===== src/rtl/cbm_pkg.sv =====
`default_nettype none
// ----------------------------------------------------------------------------
// cbm_pkg: shared types and constants of the cartridge bank mapper
// Mapper mode codes, bank store layout and the 8 KB slot decode.
// ----------------------------------------------------------------------------
package cbm_pkg;

  localparam int unsigned MODE_W   = 3;
  localparam int unsigned BANK_W   = 8;
  localparam int unsigned NUM_BANK = 4;
  localparam int unsigned ADDR_W   = 16;
  localparam int unsigned ROM_W    = 22;

  typedef logic [MODE_W-1:0] mode_t;

  localparam mode_t MODE_NONE  = 3'd0;
  localparam mode_t MODE_A8    = 3'd1;
  localparam mode_t MODE_A16   = 3'd2;
  localparam mode_t MODE_K4    = 3'd3;
  localparam mode_t MODE_SCC   = 3'd4;
  localparam mode_t MODE_RESET = MODE_A16;

  localparam logic CMD_READ  = 1'b0;
  localparam logic CMD_WRITE = 1'b1;

  typedef logic [NUM_BANK-1:0][BANK_W-1:0] bank_vec_t;
  typedef logic [ADDR_W-1:0]               addr_t;
  typedef logic [ROM_W-1:0]                rom_addr_t;

  // 8 KB slot within the 0x4000-0xbfff window: (a[15:13] - 2) mod 4
  function automatic logic [1:0] slot_of(input addr_t a);
    logic [2:0] s;
    s = a[15:13] - 3'd2;
    return s[1:0];
  endfunction

endpackage
`default_nettype wire


===== src/rtl/cbm_bank_regs.sv =====
`default_nettype none
// ----------------------------------------------------------------------------
// cbm_bank_regs: bank number store with per-mode register decode
// Decodes bank register writes and reloads the banks on a mode write.
// ----------------------------------------------------------------------------
module cbm_bank_regs (
  input  wire logic               clk,
  input  wire logic               rst_n,
  input  wire cbm_pkg::mode_t     mode,
  input  wire logic               reload,
  input  wire cbm_pkg::mode_t     reload_mode,
  input  wire logic               wr_en,
  input  wire cbm_pkg::addr_t     wr_addr,
  input  wire logic [7:0]         wr_data,
  output cbm_pkg::bank_vec_t      banks
);

  cbm_pkg::bank_vec_t banks_r, banks_nxt;
  logic               hit;
  logic [1:0]         idx;

  // register address decode
  always_comb begin
    hit = 1'b0;
    idx = 2'd0;
    unique case (mode) inside
      cbm_pkg::MODE_A16: begin
        if (wr_addr == 16'h6000) begin
          hit = 1'b1;
          idx = 2'd0;
        end else if (wr_addr == 16'h7000 || wr_addr == 16'h77ff) begin
          hit = 1'b1;
          idx = 2'd1;
        end
      end
      cbm_pkg::MODE_A8: begin
        hit = (wr_addr[15:13] == 3'b011);
        idx = wr_addr[12:11];
      end
      cbm_pkg::MODE_K4: begin
        hit = (wr_addr[15:13] >= 3'd3) && (wr_addr[15:13] <= 3'd5);
        idx = cbm_pkg::slot_of(wr_addr);
      end
      cbm_pkg::MODE_SCC: begin
        hit = (wr_addr[15:13] >= 3'd2) && (wr_addr[15:13] <= 3'd5) &&
              (wr_addr[12:11] == 2'b10);
        idx = cbm_pkg::slot_of(wr_addr);
      end
      default: begin
        hit = 1'b0;
        idx = 2'd0;
      end
    endcase
  end

  always_comb begin
    banks_nxt = banks_r;
    if (reload) begin
      for (int i = 0; i < cbm_pkg::NUM_BANK; i++) begin
        banks_nxt[i] = (reload_mode == cbm_pkg::MODE_A16) ? '0 : cbm_pkg::BANK_W'(i);
      end
    end else if (wr_en && hit) begin
      banks_nxt[idx] = wr_data;
    end
  end

  // reset state is the reset mode's load: all zero
  always_ff @(posedge clk) begin
    if (!rst_n) begin
      banks_r <= '0;
    end else begin
      banks_r <= banks_nxt;
    end
  end

  assign banks = banks_r;

endmodule
`default_nettype wire


===== src/rtl/cbm_addr_map.sv =====
`default_nettype none
// ----------------------------------------------------------------------------
// cbm_addr_map: read address translation
// Maps a bus address to a ROM byte address or flags it unmapped.
// ----------------------------------------------------------------------------
module cbm_addr_map (
  input  wire cbm_pkg::mode_t     mode,
  input  wire cbm_pkg::bank_vec_t banks,
  input  wire cbm_pkg::addr_t     addr,
  output cbm_pkg::rom_addr_t      rom_address,
  output logic                    unmapped
);

  logic       in_window;
  logic [1:0] slot;
  logic [7:0] bank;

  assign in_window = (addr[15:14] == 2'b01) || (addr[15:14] == 2'b10);
  assign slot      = cbm_pkg::slot_of(addr);

  always_comb begin
    rom_address = '0;
    unmapped    = 1'b0;
    bank        = banks[slot];
    unique case (mode) inside
      cbm_pkg::MODE_A16: begin
        bank        = addr[15] ? banks[1] : banks[0];
        rom_address = {bank, addr[13:0]};
      end
      cbm_pkg::MODE_A8, cbm_pkg::MODE_K4, cbm_pkg::MODE_SCC: begin
        // fixed first slot (bank 0) in the K4 scheme only
        if (mode == cbm_pkg::MODE_K4 && slot == 2'd0) begin
          bank = '0;
        end
        if (in_window) begin
          rom_address = {1'b0, bank, addr[12:0]};
        end else begin
          unmapped = 1'b1;
        end
      end
      default: begin
        if (in_window) begin
          rom_address = {6'd0, addr - 16'h4000};
        end else begin
          unmapped = 1'b1;
        end
      end
    endcase
  end

endmodule
`default_nettype wire


===== src/rtl/cartridge_bank_mapper.sv =====
// Path: an accepted read beat is loaded into the input register, then into the
// result register when stage 1 advances, and is shown on the out channel; writes
// give no beat. Throughput: one beat per cycle while out_ready keeps the result
// register moving; the input register drains into the result register whenever
// that register is empty or being taken, writes never wait.
// Reset (synchronous, rst_n low): both stages empty, mode ascii16, banks zero.
`default_nettype none
// ----------------------------------------------------------------------------
// cartridge_bank_mapper: megarom bank mapper, top level
// Input register, bank store, address translation and result register.
// ----------------------------------------------------------------------------
module cartridge_bank_mapper (
  input  wire logic         clk,
  input  wire logic         rst_n,
  // configuration
  input  wire logic         cfg_we,
  input  wire logic [2:0]   cfg_data,
  // access channel
  input  wire logic         in_valid,
  output logic              in_ready,
  input  wire logic         in_command,
  input  wire logic [15:0]  in_address,
  input  wire logic [7:0]   in_write_data,
  // result channel
  output logic              out_valid,
  input  wire logic         out_ready,
  output logic [21:0]       out_rom_address,
  output logic              out_unmapped
);

  cbm_pkg::mode_t     mode_r;
  logic               s1_valid_r, s1_valid_nxt;
  logic               s1_cmd_r;
  cbm_pkg::addr_t     s1_addr_r;
  logic [7:0]         s1_data_r;
  logic               out_valid_r, out_valid_nxt;
  cbm_pkg::rom_addr_t out_rom_r;
  logic               out_unmapped_r;

  logic               s1_adv;
  logic               in_fire;
  cbm_pkg::bank_vec_t banks;
  cbm_pkg::rom_addr_t map_rom;
  logic               map_unmapped;

  // Stage 1 moves on when it holds a write (no result slot needed) or the
  // result register is free or being drained this cycle.
  assign s1_adv   = s1_valid_r &&
                    (s1_cmd_r == cbm_pkg::CMD_WRITE || !out_valid_r || out_ready);
  assign in_ready = !s1_valid_r || s1_adv;
  assign in_fire  = in_valid && in_ready;

  always_comb begin
    s1_valid_nxt = s1_valid_r;
    if (in_fire) begin
      s1_valid_nxt = 1'b1;
    end else if (s1_adv) begin
      s1_valid_nxt = 1'b0;
    end
  end

  always_comb begin
    out_valid_nxt = out_valid_r;
    if (s1_adv && s1_cmd_r == cbm_pkg::CMD_READ) begin
      out_valid_nxt = 1'b1;
    end else if (out_ready) begin
      out_valid_nxt = 1'b0;
    end
  end

  // control
  always_ff @(posedge clk) begin
    if (!rst_n) begin
      mode_r      <= cbm_pkg::MODE_RESET;
      s1_valid_r  <= 1'b0;
      out_valid_r <= 1'b0;
    end else begin
      if (cfg_we) begin
        mode_r <= cfg_data;
      end
      s1_valid_r  <= s1_valid_nxt;
      out_valid_r <= out_valid_nxt;
    end
  end

  // payload
  always_ff @(posedge clk) begin
    if (in_fire) begin
      s1_cmd_r  <= in_command;
      s1_addr_r <= in_address;
      s1_data_r <= in_write_data;
    end
    if (s1_adv && s1_cmd_r == cbm_pkg::CMD_READ) begin
      out_rom_r      <= map_rom;
      out_unmapped_r <= map_unmapped;
    end
  end

  // bank writes land at the edge the write leaves stage 1, so the next
  // read in stage 1 already sees them
  cbm_bank_regs u_banks (
    .clk         (clk),
    .rst_n       (rst_n),
    .mode        (mode_r),
    .reload      (cfg_we),
    .reload_mode (cfg_data),
    .wr_en       (s1_adv && s1_cmd_r == cbm_pkg::CMD_WRITE),
    .wr_addr     (s1_addr_r),
    .wr_data     (s1_data_r),
    .banks       (banks)
  );

  cbm_addr_map u_map (
    .mode        (mode_r),
    .banks       (banks),
    .addr        (s1_addr_r),
    .rom_address (map_rom),
    .unmapped    (map_unmapped)
  );

  assign out_valid       = out_valid_r;
  assign out_rom_address = out_rom_r;
  assign out_unmapped    = out_unmapped_r;

  // reset empties both stages
  a_reset_empty: assert property (@(posedge clk)
    !rst_n |=> !s1_valid_r && !out_valid_r)
    else $error("pipeline not empty after reset");

  // a read leaving stage 1 always lands in the result register
  a_read_lands: assert property (@(posedge clk) disable iff (!rst_n)
    s1_adv && s1_cmd_r == cbm_pkg::CMD_READ |=> out_valid_r)
    else $error("read beat lost between stages");

  // a write never creates a result beat
  a_write_silent: assert property (@(posedge clk) disable iff (!rst_n)
    s1_adv && s1_cmd_r == cbm_pkg::CMD_WRITE && (!out_valid_r || out_ready)
    |=> !out_valid_r)
    else $error("write beat produced a result");

  // unmapped results carry a zero address
  a_unmapped_zero: assert property (@(posedge clk) disable iff (!rst_n)
    out_valid_r && out_unmapped_r |-> out_rom_r == '0)
    else $error("unmapped result with nonzero address");

endmodule
`default_nettype wire

===== config.mk =====
export PLATFORM = sky130hd
export DESIGN_NAME = cartridge_bank_mapper
export DESIGN_NICKNAME = d
export VERILOG_FILES = /design/src/rtl/cbm_pkg.sv /design/src/rtl/cbm_bank_regs.sv /design/src/rtl/cbm_addr_map.sv /design/src/rtl/cartridge_bank_mapper.sv
export SDC_FILE = /design/constraint.sdc
export NUM_CORES = 1
export LEC_CHECK = 0
export BUFFER_PORTS_ARGS = -buffer_cell sky130_fd_sc_hd__buf_4
export CAP_MARGIN = 20
export CORE_MARGIN = 2
export CORE_UTILIZATION = 31
export DETAILED_ROUTE_END_ITERATION = 16
export PLACE_DENSITY_LB_ADDON = 0.05
export SLEW_MARGIN = 20
export SYNTH_ARGS = -nofsm -noshare
export SYNTH_HDL_FRONTEND = slang
export SYNTH_HIERARCHICAL = 1
export SYNTH_SLANG_ARGS = --single-unit
export TNS_END_PERCENT = 50

===== constraint.sdc =====
create_clock -name clk -period 5.4 [get_ports clk]
set_clock_uncertainty 0.2 [all_clocks]
set_input_delay 1.35 -clock clk [delete_from_list [all_inputs] [get_ports clk]]
set_output_delay 1.35 -clock clk [all_outputs]
set_load 0.01 [all_outputs]

**Yosys cells after proc, flatten, opt, wreduce, memory -nomap -nowiden**

Cells that the tools add are included.

- Add/sub/neg operators: 2
- Multiply operators: 0
- Div/mod/pow operators: 0
- Magnitude comparators: 6
- Equality and inequality tests: 12
- Shifts and indexed selects: 0
- Mux-type cells: 26
- Bitwise logic cells: 2
- Reduce and logical (&&, ||, !) cells: 24

Operator list:

| cell | count |
|---|---|
| 32-bit two-way mux | 2 |
| 16-bit by 15-bit equality test with 1-bit output, second input constant | 3 |
| 22-bit case mux with 2 select lines | 1 |
| 32-bit bitwise mux | 1 |
| 8-bit two-way mux | 4 |
| 21-bit two-way mux | 1 |
| 8-bit binary-select mux with 2-bit select | 1 |
| 8-bit demux with 2-bit select | 1 |
| 16-bit two-way mux | 1 |
| 16-bit by 15-bit subtractor with 16-bit output, second input constant | 1 |
| 3-bit by 2-bit equality test with 1-bit output, second input constant | 4 |
| 1-bit logical AND | 10 |
| 1-bit two-way mux | 10 |
| 3-bit by 2-bit greater-or-equal comparator with 1-bit output, second input constant | 2 |
| 2-bit by 3-bit less-than comparator with 1-bit output, second input constant | 2 |
| 2-bit case mux with 3 select lines | 1 |
| 2-bit nonzero test | 3 |
| 1-bit logical OR | 5 |
| 2-bit equality test, second input constant | 2 |
| 2-bit two-way mux | 2 |
| 1-bit case mux with 4 select lines | 1 |
| 2-bit OR reduction | 2 |
| 3-bit by 1-bit equality test with 1-bit output, second input constant | 1 |
| 3-bit equality test, second input constant | 1 |
| other kinds (8) | 10 |

- Flip-flop bits (word level): 85
- Bits in latches: 0
- RAM bits: 0
- Memory bits (read-only): 0
- Input port bits: 33
- Output and inout port bits: 25
- Word-level logic and storage cells: 84
- Memories kept: 0

**Logic depth before layout (Yosys ltp)**

- Word-level depth: 12
- Mapped depth: 9
- Mapped depth without buffers: 8

**Modules after synthesis**

Netlist, hierarchy kept.

Modules (own cells, without submodules):

| module | instances | cells an instance | area each (µm²) | sequential area each (µm²) |
|---|---|---|---|---|
| cartridge_bank_mapper | 1 | 68 | 1650.3 | 1541.5 |
| cbm_bank_regs | 1 | 159 | 1556.5 | 640.6 |
| cbm_addr_map | 1 | 65 | 614.3 | 0.0 |

**Least setup slack after synthesis**

OpenSTA, ideal clock, no wires.

- Path kind: input to register
- Start point: input port out_ready
- End point: register s1_addr_r[0] (enable)
- Library setup time: 0.410 ns
- Arrival: 2.723 ns
- Required time: 4.790 ns
- Path slack: 2.067 ns
- Stages on the path: 2
- Path buffers: 0
- Cells stage by stage: and4bb_1 -> nor2b_1

- Word-level cells in the longest chain between the ends: 4

Ends and longest elaborated chain:

| what | RTL line | source |
|---|---|---|
| start: declaration | cartridge_bank_mapper.sv:26 | `input wire logic out_ready,` |
| 1-bit logical OR | cartridge_bank_mapper.sv:49 | `(s1_cmd_r == cbm_pkg::CMD_WRITE \|\| !out_valid_r \|\| out_ready);` |
| 1-bit logical AND | cartridge_bank_mapper.sv:48 | `assign s1_adv = s1_valid_r &&` |
| 1-bit logical OR | cartridge_bank_mapper.sv:50 | `assign in_ready = !s1_valid_r \|\| s1_adv;` |
| 1-bit logical AND | cartridge_bank_mapper.sv:51 | `assign in_fire = in_valid && in_ready;` |
| net in_fire | cartridge_bank_mapper.sv:41 | `logic in_fire;` |
| end signal: assignment | cartridge_bank_mapper.sv:90 | `s1_addr_r <= in_address;` |
| end: declaration | cartridge_bank_mapper.sv:34 | `cbm_pkg::addr_t s1_addr_r;` |

The timed path passes the listed nets, and every way through them passes these cells.
A chain may end at the register's enable or synchronous reset.

**Worst setup path in the final report**

- Start point: input port out_ready
- End point: output port in_ready

- Word-level cells in the longest chain between the ends: 3

Ends and longest elaborated chain:

| what | RTL line | source |
|---|---|---|
| 1-bit logical OR | cartridge_bank_mapper.sv:49 |  |
| 1-bit logical AND | cartridge_bank_mapper.sv:48 |  |
| 1-bit logical OR | cartridge_bank_mapper.sv:50 |  |
| end: declaration | cartridge_bank_mapper.sv:20 | `output logic in_ready,` |

Every way passes these cells.

==> flow_metrics.py <==
metrics = {
    "critical_path": {
        "cp-end-kind": "output port",
        "worstPathMaxFanout": 3,
        "critPathKind": "in2out",
        "crit_arrival_ps": 1970,
        "start_kind": "primary input",
        "required_ps": 3850,
        "r2r_setup_slack_ps": 2110,
    },
    "sta": {
        "setup_violations": 0,
        "min_period_ps": 3520,
        "maxSlewViolCount": 0,
        "worst_slack_ps": 1880,
        "timing.slew.headroom": 0.318,
        "finalCritPeriodShare": 0.653,
        "tns_ps": 0,
        "worst_pin_slew_ps": 1020,
        "finalHoldViolCount": 0,
        "rsz0062_at_grt": "no",
        "fmax_ghz": 0.284,
    },
    "drt": {
        "routed_wl_um": 8450,
        "wl_per_cell_um": 16.8,
        "antenna_left": 0,
        "drt_drc_violations_left": 0,
        "via_per_inst": 4.95,
        "drt_pre_antenna_iters": 4,
        "drt_iter0_drc": 124,
        "num_vias": 2483,
    },
    "floorplan": {
        "io_pins": 58,
        "die_h_um": 115,
        "coreArea_um2": 12000,
        "dieWidth_um": 115,
        "initial_core_util": 0.318,
        "die_area_um2": 13200,
        "rows": 40,
    },
    "synth": {
        "synth_ff_type": "edfxtp_1",
        "yosysWarnings": 6,
        "synth_top_area_share": 0.377,
        "synth.area.mux_share": 0.164,
        "ys_ff_latch": 85,
        "synthCells": 292,
        "ys_seq_area_frac": 0.571,
        "yosysMostFrequentCell": "edfxtp_1",
        "syn_nets": 328,
        "synth_edf_count": 48,
        "postSynth.asyncResetShare": 0,
        "yosys-top-cells-area": "edfxtp_1, dfxtp_1, mux2i_1",
        "yosys.area.top_type": "edfxtp_1",
        "postSynthAreaPerCell_um2": 13.1,
        "yosys.area_share.simple": 0.150,
        "synth-compound-area-share": 0.0724,
        "synthXorXnorAreaFrac": 0,
        "syn_area_um2": 3820,
        "synth_fa_ha_area_frac": 0.00982,
        "ys_types": 57,
        "synth_top_family_by_area": "multiplexers",
        "yosys-top-cells-count": "edfxtp_1, mux2i_1, dfxtp_1",
    },
    "layout": {
        "area_delta_synth_final_pct": 22.5,
        "drive_gt1_frac": 0.254,
        "diodes": 0,
        "num-fill-cells": 1183,
        "stdcell_count": 502,
        "nets": 386,
        "fin_area_um2": 4680,
    },
    "place": {
        "placed_cell_area_um2": 4380,
        "hpwl_um": 5510,
        "gp_congestion": 0.729,
        "io_buffer_count": 57,
        "place_ws_ps": 1880,
        "place_inst": 486,
    },
    "cts": {
        "clk_path_buf_depth": 2,
        "cts_sinks": 85,
        "clock_latency_ps": 340,
        "cts_tree": "yes",
        "cts_htree_levels": 3,
        "clkTransAtPathRegs_ps": 60,
        "ctsResizeCount": 0,
        "hold_buffers": 0,
        "clk_root_buffer_cell": "clkbuf_16",
        "cts_buffers": 9,
        "postCtsSetupRepairBufs": 0,
    },
    "grt": {
        "grt_usage": 0.137,
        "antenna_found_initial": 0,
        "grt_pass1_wl_um": 13400,
        "grt-ovfl-total": 0,
        "first_global_vias": 2441,
        "grt_max_degree": 29,
    },
    "power": {
        "ir_drop_v": 0.000206,
        "p_leak_nw": 1.83,
        "powerDensity_nw_per_um2": 306,
        "totalPowerFinal_w": 0.00143,
    },
    "flow_run": {
        "maxCapViolCount": 0,
    },
    "min_path": {
        "hold_class": "reg2reg",
    },
    "run_status": {
        "status": "finished, final reports clean",
    },
}
==> path summary, 6_finish.rpt <==
path                           from                 to  cells after the start
setup / recovery          out_ready           in_ready                      4
hold / removal    u_banks/banks[16]  u_banks/banks[16]                      2
setup reg to reg      s1_addr_r[15]  u_banks/banks[10]                      8
hold reg to reg   u_banks/banks[16]  u_banks/banks[16]                      2
==> cells by family (layout without fill, tap and decap cells) <==
kind of cell / after synthesis / after routing
AOI/OAI and AO/OA: 34 / 34
adders and majority gates: 3 / 3
buffers and inverters: 27 / 90
DFF: 85 / 85
muxes: 50 / 50
and+or+nand+nor: 93 / 93
==> placed cells by master, fill, tap and decap left out, types with 2 or more instances in the layout <==
| cell type | Yosys | routed |
|---|---|---|
| nor2b_2 | 0 | 2 |
| a211oi_1 | 2 | 2 |
| o21a_1 | 2 | 2 |
| mux4_1 | 7 | 7 |
| or4_1 | 2 | 2 |
| dfxtp_1 | 37 | 37 |
| ha_1 | 3 | 3 |
| nor4_1 | 2 | 2 |
| edfxtp_1 | 48 | 48 |
| nand3_1 | 2 | 2 |
| mux2i_1 | 42 | 42 |
| a22o_1 | 2 | 2 |
| clkbuf_16 | 0 | 9 |
| nand2b_1 | 3 | 3 |
| nand2_1 | 4 | 4 |
| o211ai_1 | 3 | 3 |
| o22ai_1 | 6 | 6 |
| inv_1 | 15 | 15 |
| nor2b_1 | 6 | 4 |
| o21ai_0 | 2 | 2 |
| clkbuf_8 | 0 | 4 |
| nand3b_1 | 3 | 3 |
| clkinv_2 | 0 | 2 |
| o21ai_1 | 2 | 2 |
| and2_1 | 14 | 14 |
| nand4b_1 | 2 | 2 |
| nor2_1 | 32 | 32 |
| or4b_1 | 2 | 2 |
| nand4_1 | 5 | 5 |
| a21oi_1 | 5 | 5 |
| buf_4 | 1 | 59 |
==> through the flow <==
step | hold slack (ps) | util
6_report | 289 | 0.390
5_1_grt | 332 | 0.390
4_1_cts | 293 | 0.390
3_5_place_dp | 279 | 0.365
3_3_place_gp | 267 | 0.365
2_1_floorplan | 251 | -
==> worst max-delay path, cell delays in order <==
cell and delay, ps:
buf_4 110, and4bb_1 320, inv_1 50, buf_4 140
==> layout make-up <==
cell class,count,area (um^2),area share
clock inverter,3,16.3,0.00348
timing repair buffer,59,443,0.0946
clock buffer,13,280,0.0599
inverter,15,56.3,0.0120
tap,147,184,0.0393
multi-input combinational,180,1520,0.325
sequential,85,2180,0.466
==> routing by layer <==
metal	GRT usage	wire length, um	up-vias	part of all wire
li1	-	-	1207	-
met1	0.178	3950	1216	0.47
met2	0.216	4020	56	0.48
met3	0.0506	413	4	0.049
met4	0.0386	68	0	0.0080
met5	0	0	-	0
==> flip-flops by register name, summed over array words and instances (netlist names) <==
| name | count |
|---|---|
| s1_addr_r | 16 |
| u_banks/banks | 32 |
| s1_valid_r | 1 |
| mode_r | 3 |
| out_rom_address | 22 |
| out_unmapped | 1 |
| out_valid | 1 |
| s1_data_r | 8 |
| s1_cmd_r | 1 |
==> where the power goes <==
group           total, W  switching (W)  leakage (nW)  internal (W)
combinational  0.0000939      0.0000452         0.917     0.0000487
clock           0.000606       0.000246         0.152      0.000361
sequential      0.000734      0.0000254         0.756      0.000709
(Power assumes the default switching activity.)
